$ cat src/rtl/core/abst_pkg.sv
// shared types and constants of the array binary search tree
package abst_pkg;

  localparam int KIND_W       = 2;
  localparam int KEY_W        = 32;
  localparam int SLOT_W       = 10;
  localparam int STATUS_W     = 3;
  localparam int CNT_W        = 10;
  localparam int LV_W         = 5;
  localparam int LEVELS_DEF   = 10;
  localparam int KEY_BITS_DEF = 32;

  typedef enum logic [1:0] {
    OP_INS  = 2'd0,
    OP_SRCH = 2'd1,
    OP_NBR  = 2'd2
  } op_e;

  typedef enum logic [STATUS_W-1:0] {
    ST_INSERTED = 3'd0,
    ST_DUP      = 3'd1,
    ST_TOODEEP  = 3'd2,
    ST_FOUND    = 3'd3,
    ST_NOTFOUND = 3'd4,
    ST_NBR      = 3'd5
  } status_e;

  typedef enum logic [1:0] {
    S_CLEAR = 2'd0,
    S_IDLE  = 2'd1,
    S_BUSY  = 2'd2
  } state_e;

  // control part of a request travelling down the cell row
  typedef struct packed {
    logic            act;
    op_e             op;
    logic            done;
    status_e         st;
    logic [LV_W-1:0] lv;
    logic            sok;
    logic            pv;
    logic            lfv;
    logic            rtv;
  } ctl_t;

  typedef struct packed {
    status_e           st;
    logic [SLOT_W-1:0] fslot;
    logic [CNT_W-1:0]  cnt;
    logic [KEY_W-1:0]  pk;
    logic              pv;
    logic [KEY_W-1:0]  lk;
    logic              lfv;
    logic [KEY_W-1:0]  rk;
    logic              rtv;
  } res_t;

endpackage

$ cat src/rtl/core/abst_ram.sv
// generic single-write, single-read ram with registered read data
module abst_ram #(
  parameter int W = 8,
  parameter int D = 2,
  parameter int AW = (D > 1) ? $clog2(D) : 1
) (
  input  logic          clk_i,
  input  logic          we_i,
  input  logic [AW-1:0] waddr_i,
  input  logic [W-1:0]  wdata_i,
  input  logic [AW-1:0] raddr_i,
  output logic [W-1:0]  rdata_o
);
  logic [W-1:0] mem_q [D];
  logic [W-1:0] rdata_q;

  always_ff @(posedge clk_i) begin
    if (we_i) begin
      mem_q[waddr_i] <= wdata_i;
    end
    rdata_q <= mem_q[raddr_i];
  end

  assign rdata_o = rdata_q;
endmodule

$ cat src/rtl/core/abst_cell.sv
// one tree level: slot storage in sibling pairs plus one request stage
module abst_cell #(
  parameter int LVL = 0,
  parameter int LEVELS = abst_pkg::LEVELS_DEF,
  parameter int KEY_BITS = abst_pkg::KEY_BITS_DEF,
  parameter int CW = 1
) (
  input  logic                       clk_i,
  input  logic                       rst_ni,
  input  abst_pkg::ctl_t             tok_i,
  input  logic [LEVELS-1:0]          node_i,
  input  logic signed [KEY_BITS-1:0] key_i,
  input  logic [LEVELS-1:0]          snode_i,
  input  logic [LEVELS-1:0]          fslot_i,
  input  logic signed [KEY_BITS-1:0] pk_i,
  input  logic signed [KEY_BITS-1:0] lk_i,
  input  logic signed [KEY_BITS-1:0] rk_i,
  output abst_pkg::ctl_t             tok_o,
  output logic [LEVELS-1:0]          node_o,
  output logic signed [KEY_BITS-1:0] key_o,
  output logic [LEVELS-1:0]          snode_o,
  output logic [LEVELS-1:0]          fslot_o,
  output logic signed [KEY_BITS-1:0] pk_o,
  output logic signed [KEY_BITS-1:0] lk_o,
  output logic signed [KEY_BITS-1:0] rk_o,
  input  logic                       we_i,
  input  logic [LEVELS-1:0]          wnode_i,
  input  logic signed [KEY_BITS-1:0] wkey_i,
  input  logic                       clr_i,
  input  logic [CW-1:0]              crow_i
);
  import abst_pkg::*;

  localparam int ROWS  = (LVL < 2) ? 1 : (1 << (LVL - 1));
  localparam int ROW_W = (LVL < 2) ? 1 : LVL - 1;

  ctl_t                       tok_q;
  logic [LEVELS-1:0]          node_q, snode_q, fslot_q;
  logic signed [KEY_BITS-1:0] key_q, pk_q, lk_q, rk_q;
  logic [LEVELS-1:0]          rnode;
  logic [ROW_W-1:0]           raddr, waddr;
  logic                       wsel, we_ev, we_od;
  logic [KEY_BITS:0]          wdata, rd_ev, rd_od, ent;
  logic                       par_hit, chd_hit;
  logic                       ent_v;
  logic signed [KEY_BITS-1:0] ent_k;

  // read address: walk node, or parent / children of a neighbours query
  always_comb begin
    if (tok_i.op == OP_NBR) begin
      rnode = (tok_i.lv == LV_W'(LVL + 1)) ? (snode_i >> 1) : (snode_i << 1);
    end else begin
      rnode = node_i;
    end
    raddr = (LVL < 2) ? '0 : ROW_W'(rnode >> 1);
  end

  // writes: clearing pass on both halves, or one insert
  always_comb begin
    wsel  = we_i && ((wnode_i >> LVL) == LEVELS'(1));
    waddr = (LVL < 2) ? '0 : (clr_i ? ROW_W'(crow_i) : ROW_W'(wnode_i >> 1));
    wdata = clr_i ? '0 : {1'b1, wkey_i};
    we_ev = clr_i || (wsel && !wnode_i[0]);
    we_od = clr_i || (wsel && wnode_i[0]);
  end

  abst_ram #(.W(KEY_BITS + 1), .D(ROWS)) u_even (
    .clk_i  (clk_i),
    .we_i   (we_ev),
    .waddr_i(waddr),
    .wdata_i(wdata),
    .raddr_i(raddr),
    .rdata_o(rd_ev)
  );

  abst_ram #(.W(KEY_BITS + 1), .D(ROWS)) u_odd (
    .clk_i  (clk_i),
    .we_i   (we_od),
    .waddr_i(waddr),
    .wdata_i(wdata),
    .raddr_i(raddr),
    .rdata_o(rd_od)
  );

  always_ff @(posedge clk_i or negedge rst_ni) begin
    if (!rst_ni) begin
      tok_q <= '0;
    end else begin
      tok_q <= tok_i;
    end
  end

  always_ff @(posedge clk_i) begin
    node_q  <= node_i;
    key_q   <= key_i;
    snode_q <= snode_i;
    fslot_q <= fslot_i;
    pk_q    <= pk_i;
    lk_q    <= lk_i;
    rk_q    <= rk_i;
  end

  always_comb begin
    ent     = node_q[0] ? rd_od : rd_ev;
    ent_v   = ent[KEY_BITS];
    ent_k   = ent[KEY_BITS-1:0];
    par_hit = tok_q.sok && (tok_q.lv == LV_W'(LVL + 1));
    chd_hit = tok_q.sok && (LVL > 0) && (LV_W'(LVL) == tok_q.lv + LV_W'(1));
    tok_o   = tok_q;
    node_o  = node_q;
    key_o   = key_q;
    snode_o = snode_q;
    fslot_o = fslot_q;
    pk_o    = pk_q;
    lk_o    = lk_q;
    rk_o    = rk_q;
    if (tok_q.op == OP_NBR) begin
      if (par_hit) begin
        tok_o.pv = snode_q[1] ? rd_od[KEY_BITS] : rd_ev[KEY_BITS];
        pk_o     = snode_q[1] ? rd_od[KEY_BITS-1:0] : rd_ev[KEY_BITS-1:0];
        if (!tok_o.pv) begin
          pk_o = '0;
        end
      end
      if (chd_hit) begin
        tok_o.lfv = rd_ev[KEY_BITS];
        tok_o.rtv = rd_od[KEY_BITS];
        lk_o      = rd_ev[KEY_BITS] ? rd_ev[KEY_BITS-1:0] : '0;
        rk_o      = rd_od[KEY_BITS] ? rd_od[KEY_BITS-1:0] : '0;
      end
    end else if (!tok_q.done) begin
      tok_o.done = 1'b1;
      if (!ent_v) begin
        tok_o.st = (tok_q.op == OP_INS) ? ST_INSERTED : ST_NOTFOUND;
        fslot_o  = (tok_q.op == OP_INS) ? node_q : '0;
      end else if (ent_k == key_q) begin
        tok_o.st = (tok_q.op == OP_INS) ? ST_DUP : ST_FOUND;
        fslot_o  = node_q;
      end else if (LVL == LEVELS - 1) begin
        tok_o.st = (tok_q.op == OP_INS) ? ST_TOODEEP : ST_NOTFOUND;
        fslot_o  = '0;
      end else begin
        tok_o.done = 1'b0;
        node_o     = LEVELS'({node_q, !(key_q < ent_k)});
      end
    end
  end
endmodule

$ cat config.mk
export PLATFORM = sky130hd
export DESIGN_NAME = abst_cell
export DESIGN_NICKNAME = d
export VERILOG_FILES = /design/src/rtl/core/abst_pkg.sv /design/src/rtl/core/abst_ram.sv /design/src/rtl/core/abst_cell.sv
export SDC_FILE = /design/constraint.sdc
export NUM_CORES = 1
export LEC_CHECK = 0
export BUFFER_PORTS_ARGS = -buffer_cell sky130_fd_sc_hd__buf_4
export CAP_MARGIN = 20
export CORE_MARGIN = 5
export CORE_UTILIZATION = 42
export DETAILED_ROUTE_END_ITERATION = 10
export HOLD_SLACK_MARGIN = 0.03
export PLACE_DENSITY = 0.74
export SLEW_MARGIN = 10
export SYNTH_ARGS = -nofsm -noshare
export SYNTH_HDL_FRONTEND = slang
export SYNTH_SLANG_ARGS = --single-unit
$ cat constraint.sdc
create_clock -name clk_i -period 2.68 [get_ports clk_i]
set_input_delay 0.268 -clock clk_i [delete_from_list [all_inputs] [get_ports clk_i]]
set_output_delay 0.268 -clock clk_i [all_outputs]
set_load 0.01 [all_outputs]
# After elaboration in Yosys (flattened, before gate mapping)
# Memories as Yosys holds them, arrays and structs flattened. A register that Yosys moved wholly into a read port is not among the register bits.
# Cells that the tools add are included.
[totals]
memories = 2
mem_bits_rw = 66
elab_cells = 62
ff_bits = 174
[mem_list]
columns = ["name", "words", "word_bits", "rd", "rd_clocked_by_memory_dff", "wr", "line", "source"]
rows = [
  ["u_even.mem_q", 1, 33, 1, 1, 1, "abst_ram.sv:14", "logic [W-1:0] mem_q [D];"],
  ["u_odd.mem_q", 1, 33, 1, 1, 1, "abst_ram.sv:14", ""],
]
[op_classes]
reduce_logical = 9
n_lt_le_gt_ge = 1
n_eq_ne = 4
muxes = 30
[op_table]
columns = ["operator", "n"]
rows = [
  ["2-to-1 mux 32 bit", 4],
  ["2-to-1 mux 10 bit", 9],
  ["2-to-1 mux 33 bit", 2],
  ["== test 32 bit", 1],
  ["< comparator 32 bit", 1],
  ["== test 10 x 1 -> 1 bit (second input constant)", 1],
  ["2-to-1 mux 1 bit", 9],
  ["2-to-1 mux 3 bit", 3],
  ["2-to-1 mux 4 bit", 2],
  ["== test 5 x 1 -> 1 bit (second input constant)", 1],
  ["logical AND 1 bit", 4],
  ["== test 2 bit (second input constant)", 1],
  ["logical NOT 1 bit", 2],
  ["logical NOT 2 bit", 1],
  ["logical OR 1 bit", 2],
  ["2-to-1 mux 2 bit", 1],
]

# Depth between registers and ports, before layout
[depth]
ltp_word = 7
depth_mapped = 11
mapped_depth_nobuf = 9

# Modules after synthesis
# Synthesis repeated with hierarchy kept, for this count alone.
[unflattened]
cells_unflattened = 655
area_unflattened_um2 = 9357.7
[by_module_without_submodules]
columns = ["mod", "area_each_um2", "instances", "cells_per_inst"]
rows = [
  ["abst_cell", 6054.6, 1, 523],
  ["abst_ram", 1651.6, 2, 66],
]

# Worst setup path before layout
# OpenSTA, ideal clock, no wires.
[synth_timing]
path_kind = "input to register"
start = "input port wnode_i[2]"
end = "memory u_odd.mem_q[0][0] (netlist name) (enable)"
t_required_ps = 2164
arrival_ps = 4031
slack_ps = -1867
path_buffers = 0
path_stages = 3
cell_sequence = "nor4b_1 > nand2_1 > o41ai_1"
[synth_between]
elab_chain_len = 6
[synth_rtl]
columns = ["item", "line", "source"]
rows = [
  ["start, declared", "abst_cell.sv:27", "input logic [LEVELS-1:0] wnode_i,"],
  ["== test 10 x 1 -> 1 bit", "abst_cell.sv:60", "wsel = we_i && ((wnode_i >> LVL) == LEVELS'(1));"],
  ["logical AND 1 bit", "abst_cell.sv:60", ""],
  ["logical AND 1 bit", "abst_cell.sv:64", "we_od = clr_i || (wsel && wnode_i[0]);"],
  ["logical OR 1 bit", "abst_cell.sv:64", ""],
  ["named net u_odd.we_i", "abst_ram.sv:8", "input logic we_i,"],
  ["2-to-1 mux 1 bit", "abst_ram.sv:18", "if (we_i) begin"],
  ["2-to-1 mux 1 bit (not written as such)", "abst_ram.sv:19", "mem_q[waddr_i] <= wdata_i;"],
  ["end, declared", "abst_ram.sv:14", ""],
]
# The timed path passes the listed nets, and every way through them passes these cells.

# Final worst setup path
[layout_timing]
start = "register node_q[0]"
end = "output port fslot_o[0]"
[layout_between]
elab_chain_len = 6
word_cells_on_any_way = 7
classes_between = "eq/ne: 1; mux: 6"
[layout_rtl]
columns = ["item", "line", "source"]
rows = [
  ["start, declared", "abst_cell.sv:38", "logic [LEVELS-1:0] node_q, snode_q, fslot_q;"],
  ["start signal, assigned", "abst_cell.sv:94", "node_q <= node_i;"],
  ["2-to-1 mux 33 bit", "abst_cell.sv:104", "ent = node_q[0] ? rd_od : rd_ev;"],
  ["== test 32 bit", "abst_cell.sv:136", "end else if (ent_k == key_q) begin"],
  ["2-to-1 mux 10 bit", "abst_cell.sv:136", ""],
  ["2-to-1 mux 10 bit (*)", "abst_cell.sv:133", "if (!ent_v) begin"],
  ["2-to-1 mux 10 bit (*)", "abst_cell.sv:131", "end else if (!tok_q.done) begin"],
  ["2-to-1 mux 10 bit (*)", "abst_cell.sv:117", "if (tok_q.op == OP_NBR) begin"],
  ["end, declared", "abst_cell.sv:22", "output logic [LEVELS-1:0] fslot_o,"],
]
# Mark *: on every way between the ends. The rest lies on a longest branch, timed or not.

==> tab_implementation.tex <==
\begin{tabular}{lr}
\hline
Metric & Value \\
\hline
\multicolumn{2}{l}{\textbf{Critical path}} \\
\quad Destination of the worst register-to-register timing path & u\_odd.rdata\_o[25] \\
\quad Critical path class & register to output pin \\
\quad Data arrival time of the critical path & 3150 ps \\
\quad Crit path required time & 2410 ps \\
\quad Element type at the critical path end & output pin \\
\quad Last element of the critical path & fslot\_o[0] \\
\quad Setup slack of the worst register-to-register path & 2170 ps \\
\quad Cell with the biggest individual delay on the critical path & sky130\_fd\_sc\_hd\_\_dfxtp\_4 \\
\quad Largest stage delay on the critical path & about 350 ps \\
\quad Maximum fanout encountered on the critical timing path & 7 \\
\quad Type of element launching the critical path & register \\
\quad Category of cells accounting for the largest share of critical-path delay & simple AND/OR/NAND/NOR gates \\
\quad Critical Path, Cell by Cell & buf\_12 -> buf\_12 -> mux2i\_1 -> ha\_1 -> nand4\_1 -> nor4\_4 -> and3\_4 -> buf\_6 -> nor2\_4 -> nor2\_4 -> nor2\_1 -> nor2\_1 -> buf\_4 \\
\quad Launch point of the critical path & node\_q[0] \\
\quad Worst R2R Path Depth & 0 \\
\quad Count of buffering cells on the critical path with inverters included & 4 \\
\quad CP Depth & 13 \\
\quad Launching point of the worst reg2reg path & u\_odd.mem\_q[0][25] \\
\multicolumn{2}{l}{\textbf{Yosys}} \\
\quad Mux cell area share after synthesis & 8.59\% \\
\quad Average cell area after synthesis & 14.3 µm² \\
\quad Post-Syn Nets & 907 \\
\quad Register bit total from synthesis & 306 \\
\quad Number of distinct standard cells referenced by the synthesized netlist & 41 \\
\quad Gate count after technology mapping & 654 \\
\quad Most common flop cell mapped by yosys & sky130\_fd\_sc\_hd\_\_dfxtp\_1 \\
\quad Number of synthesized flops with an enable pin & 66 \\
\quad Part of the Yosys area used for sequential elements & 73.5\% \\
\quad Compound-gate portion of the synthesized area & 4.36\% \\
\quad Proportion of register bits with asynchronous set or reset after synthesis & around 5.2\% \\
\quad Post-Synth Simple-Gate Area & 7.13\% \\
\quad Dominant combinational cell family by area after synthesis & multiplexers \\
\quad Xor and xnor area share after synthesis & 0.0937\% \\
\quad Synth Cell Area & 9350 µm² \\
\quad Post-synthesis share of cell area spent on full adders, half adders and majority gates & 4.28\% \\
\quad Count of warnings emitted by yosys & 0 \\
\multicolumn{2}{l}{\textbf{Final layout}} \\
\quad Total number of nets in the final design & around 1,500 \\
\quad Number of standard cells in the layout, taps in and fillers out & 1,587 \\
\quad Area growth from synthesis to layout & 72.3\% \\
\quad Share of layout cells above drive strength 1 & between 40\% and 50\% \\
\quad Fill cell count & between 1,000 and 1,500 \\
\multicolumn{2}{l}{\textbf{Power and ir drop}} \\
\quad Combinational group share of total power & 12.8\% \\
\quad Switching power of the nets & 2.53 mW \\
\quad Proportion of total power due to net switching & between 20\% and 30\% \\
\quad Sequential cell fraction of total power & a little under half \\
\quad Power share of the clock group & slightly above 40\% \\
\quad Internal power & 8.60 mW \\
\quad Power density cells & 691 nW/µm² \\
\quad Max IR drop VDD & about 0.00049 V \\
\quad Static leakage & 7.40 nW \\
\multicolumn{2}{l}{\textbf{Timing}} \\
\quad Fin. Hold Viols & 0 \\
\quad Minimum clock period after layout & about 3400 ps \\
\quad Final number of setup-violating endpoints & 24 \\
\quad Peak Freq & just under 0.3 GHz \\
\quad Transition time at the pin with the least slew margin & 525 ps \\
\quad Aggregate negative setup slack & -15,110 ps \\
\quad Max Clock Skew & 6.95 ps \\
\quad Final Max Slew Viols & 0 \\
\quad Slew headroom & around 65\% \\
\quad Final Worst Setup Slack & -740 ps \\
\quad Share of the cycle needed by the critical path after routing & 128\% \\
\quad Setup repair after global routing missed its margin & yes \\
\multicolumn{2}{l}{\textbf{Floorplan}} \\
\quad Ports placed on the boundary & 395 \\
\quad Row count & 54 \\
\quad Height of the die & 159 µm \\
\quad Die width & about 160 µm \\
\quad Core area & 21,900 µm² \\
\quad DIE AREA & between 20,000 and 30,000 µm² \\
\quad Starting density of the core & 42.7\% \\
\multicolumn{2}{l}{\textbf{Placement}} \\
\quad Setup slack after placement & -507 ps \\
\quad Global placement routability congestion & 0.813 \\
\quad Number of placed instances, taps included & 1,331 \\
\quad Quantity of I/O buffers inserted on ports & 393 \\
\quad Final HPWL from detailed placement & 19,400 µm \\
\multicolumn{2}{l}{\textbf{GRT}} \\
\quad Total global routing overflow & 0 \\
\quad Total routing resource utilization after global routing & 23.4\% \\
\quad Maximum number of pins on one net before global-route repair & 37 \\
\quad Initial antenna violation count & 3 \\
\quad Global-route wire length before repair & 47,300 µm \\
\quad Via count of the first global-routing pass & approximately 8,400 \\
\multicolumn{2}{l}{\textbf{Worst hold path}} \\
\quad Min-Delay Path Depth & 2 \\
\quad Type of the most critical hold path & input port to register \\
\multicolumn{2}{l}{\textbf{Routing}} \\
\quad Antenna Nets Post-Route & 0 \\
\quad Via Count & 7,471 \\
\quad Routed via count divided by cell count & 4.71 \\
\quad Detail-routed net length per standard cell & 19.6 µm \\
\quad Total iterations of the first detailed-routing run & 4 \\
\quad Number of DRC violations after detailed routing & 0 \\
\quad DRT iter0 DRCs & 307 \\
\quad Routed WL & approximately 31,000 µm \\
\multicolumn{2}{l}{\textbf{Clock tree}} \\
\quad Later-pin clock latency in the skew report & 560 ps \\
\quad Clock net sink count & about 310 \\
\quad Maximum number of buffers from clock root to sink & 3 \\
\quad Total number of H-tree levels & 1 \\
\quad TritonCTS clock tree & yes \\
\quad Clock root buffer & sky130\_fd\_sc\_hd\_\_clkbuf\_16 \\
\quad Clock slew seen by the registers of the worst setup and hold paths & around 60 ps \\
\quad CTS buffer count & 31 \\
\multicolumn{2}{l}{\textbf{Run status}} \\
\quad Status & complete, but fails checks \\
\quad Violations in the final reports & negative setup slack \\
\multicolumn{2}{l}{\textbf{Job}} \\
\quad Maximum capacitance violations & 0 \\
\hline
\end{tabular}
## state kept, by name (all words and copies together), names as in the netlist
| register | count |
|---|---|
| rk_o | 32 |
| node_q | 10 |
| u_even.rdata_o | 33 |
| tok_q | 5 |
| key_o | 32 |
| u_odd.mem_q | 33 |
| snode_o | 10 |
| u_odd.rdata_o | 33 |
| tok_o | 11 |
| fslot_q | 10 |
| lk_o | 32 |
| pk_q | 32 |
| u_even.mem_q | 33 |
## cell usage after synthesis, drive strengths merged (2+ instances only)
cell type  count  area, µm²
o21ai         46        230
nor2           9       41.3
a21oi         16       80.1
nor2b         34        213
clkbuf        10       37.5
or2            3       18.8
nor3           2       15.0
buf           22        141
inv            4       15.0
ha            32        400
dfxtp        224       4480
mux2i         66        661
dfrtp         16        400
edfxtp        66       1980
nand2         54        203
o211ai         3       22.5
nor4           2       12.5
mux2          10        143
nand3         12       60.1
nand4          8       50.1
a22oi          2       15.0
nor4b          3       32.5
## layer usage
metal,global-route usage [%],part of all wire [%]
met1,24.8,35
met5,0,0
met2,45.4,55
met3,5.20,6.5
met4,7.48,3.5
## cell usage in the layout (no fill, tap or decap), drive strengths merged, types with 32 or more instances in the layout
| cell | instances |
|---|---|
| nand2 | 54 |
| o21ai | 46 |
| clkbuf | 38 |
| dlygate4sd3 | 179 |
| ha | 32 |
| edfxtp | 66 |
| dfxtp | 224 |
| nor2b | 34 |
| buf | 444 |
| mux2i | 66 |
## worst min-delay path by stage
| stage | from | end |
|---|---|---|
| 6_report | wkey_i[31] | u_odd.mem_q[0][31] |
| 3_5_place_dp | rst_ni | tok_o[4] |
| 3_3_place_gp | rst_ni | tok_o[6] |
| 4_1_cts | wkey_i[1] | u_even.mem_q[0][1] |
| 5_1_grt | wkey_i[1] | u_odd.mem_q[0][1] |
| 2_1_floorplan | rst_ni | tok_o[0] |
## power groups by stage
stage	registers [mW]	logic (mW)	clock network (mW)
final	5.16	1.43	4.54
after global routing	5.19	1.53	4.82
after CTS	5.15	1.38	4.61
after detailed placement	5.25	1.09	0
after global placement	5.24	1.06	0
after floorplan	5.25	0.403	0
## repair_timing
item | 4_1_cts | 5_1_grt
hold buffers | 179 | 0
gates cloned | 1 | 0
buffers inserted | 10 | 5
pin swaps | 37 | 14
endpoints found under the setup margin | 24 | 55
hold endpoints to repair | 198 | 0
resized for setup | 60 | 15
## area by class of cell
cell class / instances / area [µm²] / area share (%)
multi-input combinational: 313 / 2500 / 15.5
sequential: 306 / 6870 / 42.7
clock buffer: 38 / 802 / 4.98
antenna: 3 / 7.51 / 0.0466
tap: 280 / 350 / 2.18
timing repair buffer: 623 / 5270 / 32.7
clock inverter: 20 / 283 / 1.76
inverter: 4 / 15.0 / 0.0932
## cell families (layout without fill, tap and decap cells)
family,after synthesis,in the layout
flip-flops,306,306
AND/OR/NAND/NOR,129,130
multiplexers,76,76
AO/OA/AOI/OAI,74,74
buffers and inverters,36,685
adder cells (fa/ha/maj),32,32
XOR/XNOR,1,1
other,0,3
## stage by stage
step / hold WS (ps) / util (%) / cell area, µm² / total power, mW
after global routing: 44.2 / 73.6 / 16100 / 11.5
after floorplan: -27.6 / - / 9370 / 5.65
final: 52.7 / 73.6 / 16100 / 11.1
after CTS: 32.0 / 73.1 / 16000 / 11.1
after global placement: 132 / 58.6 / 12800 / 6.30
after detailed placement: 137 / 58.6 / 12800 / 6.34
(Power assumes the default switching activity.)
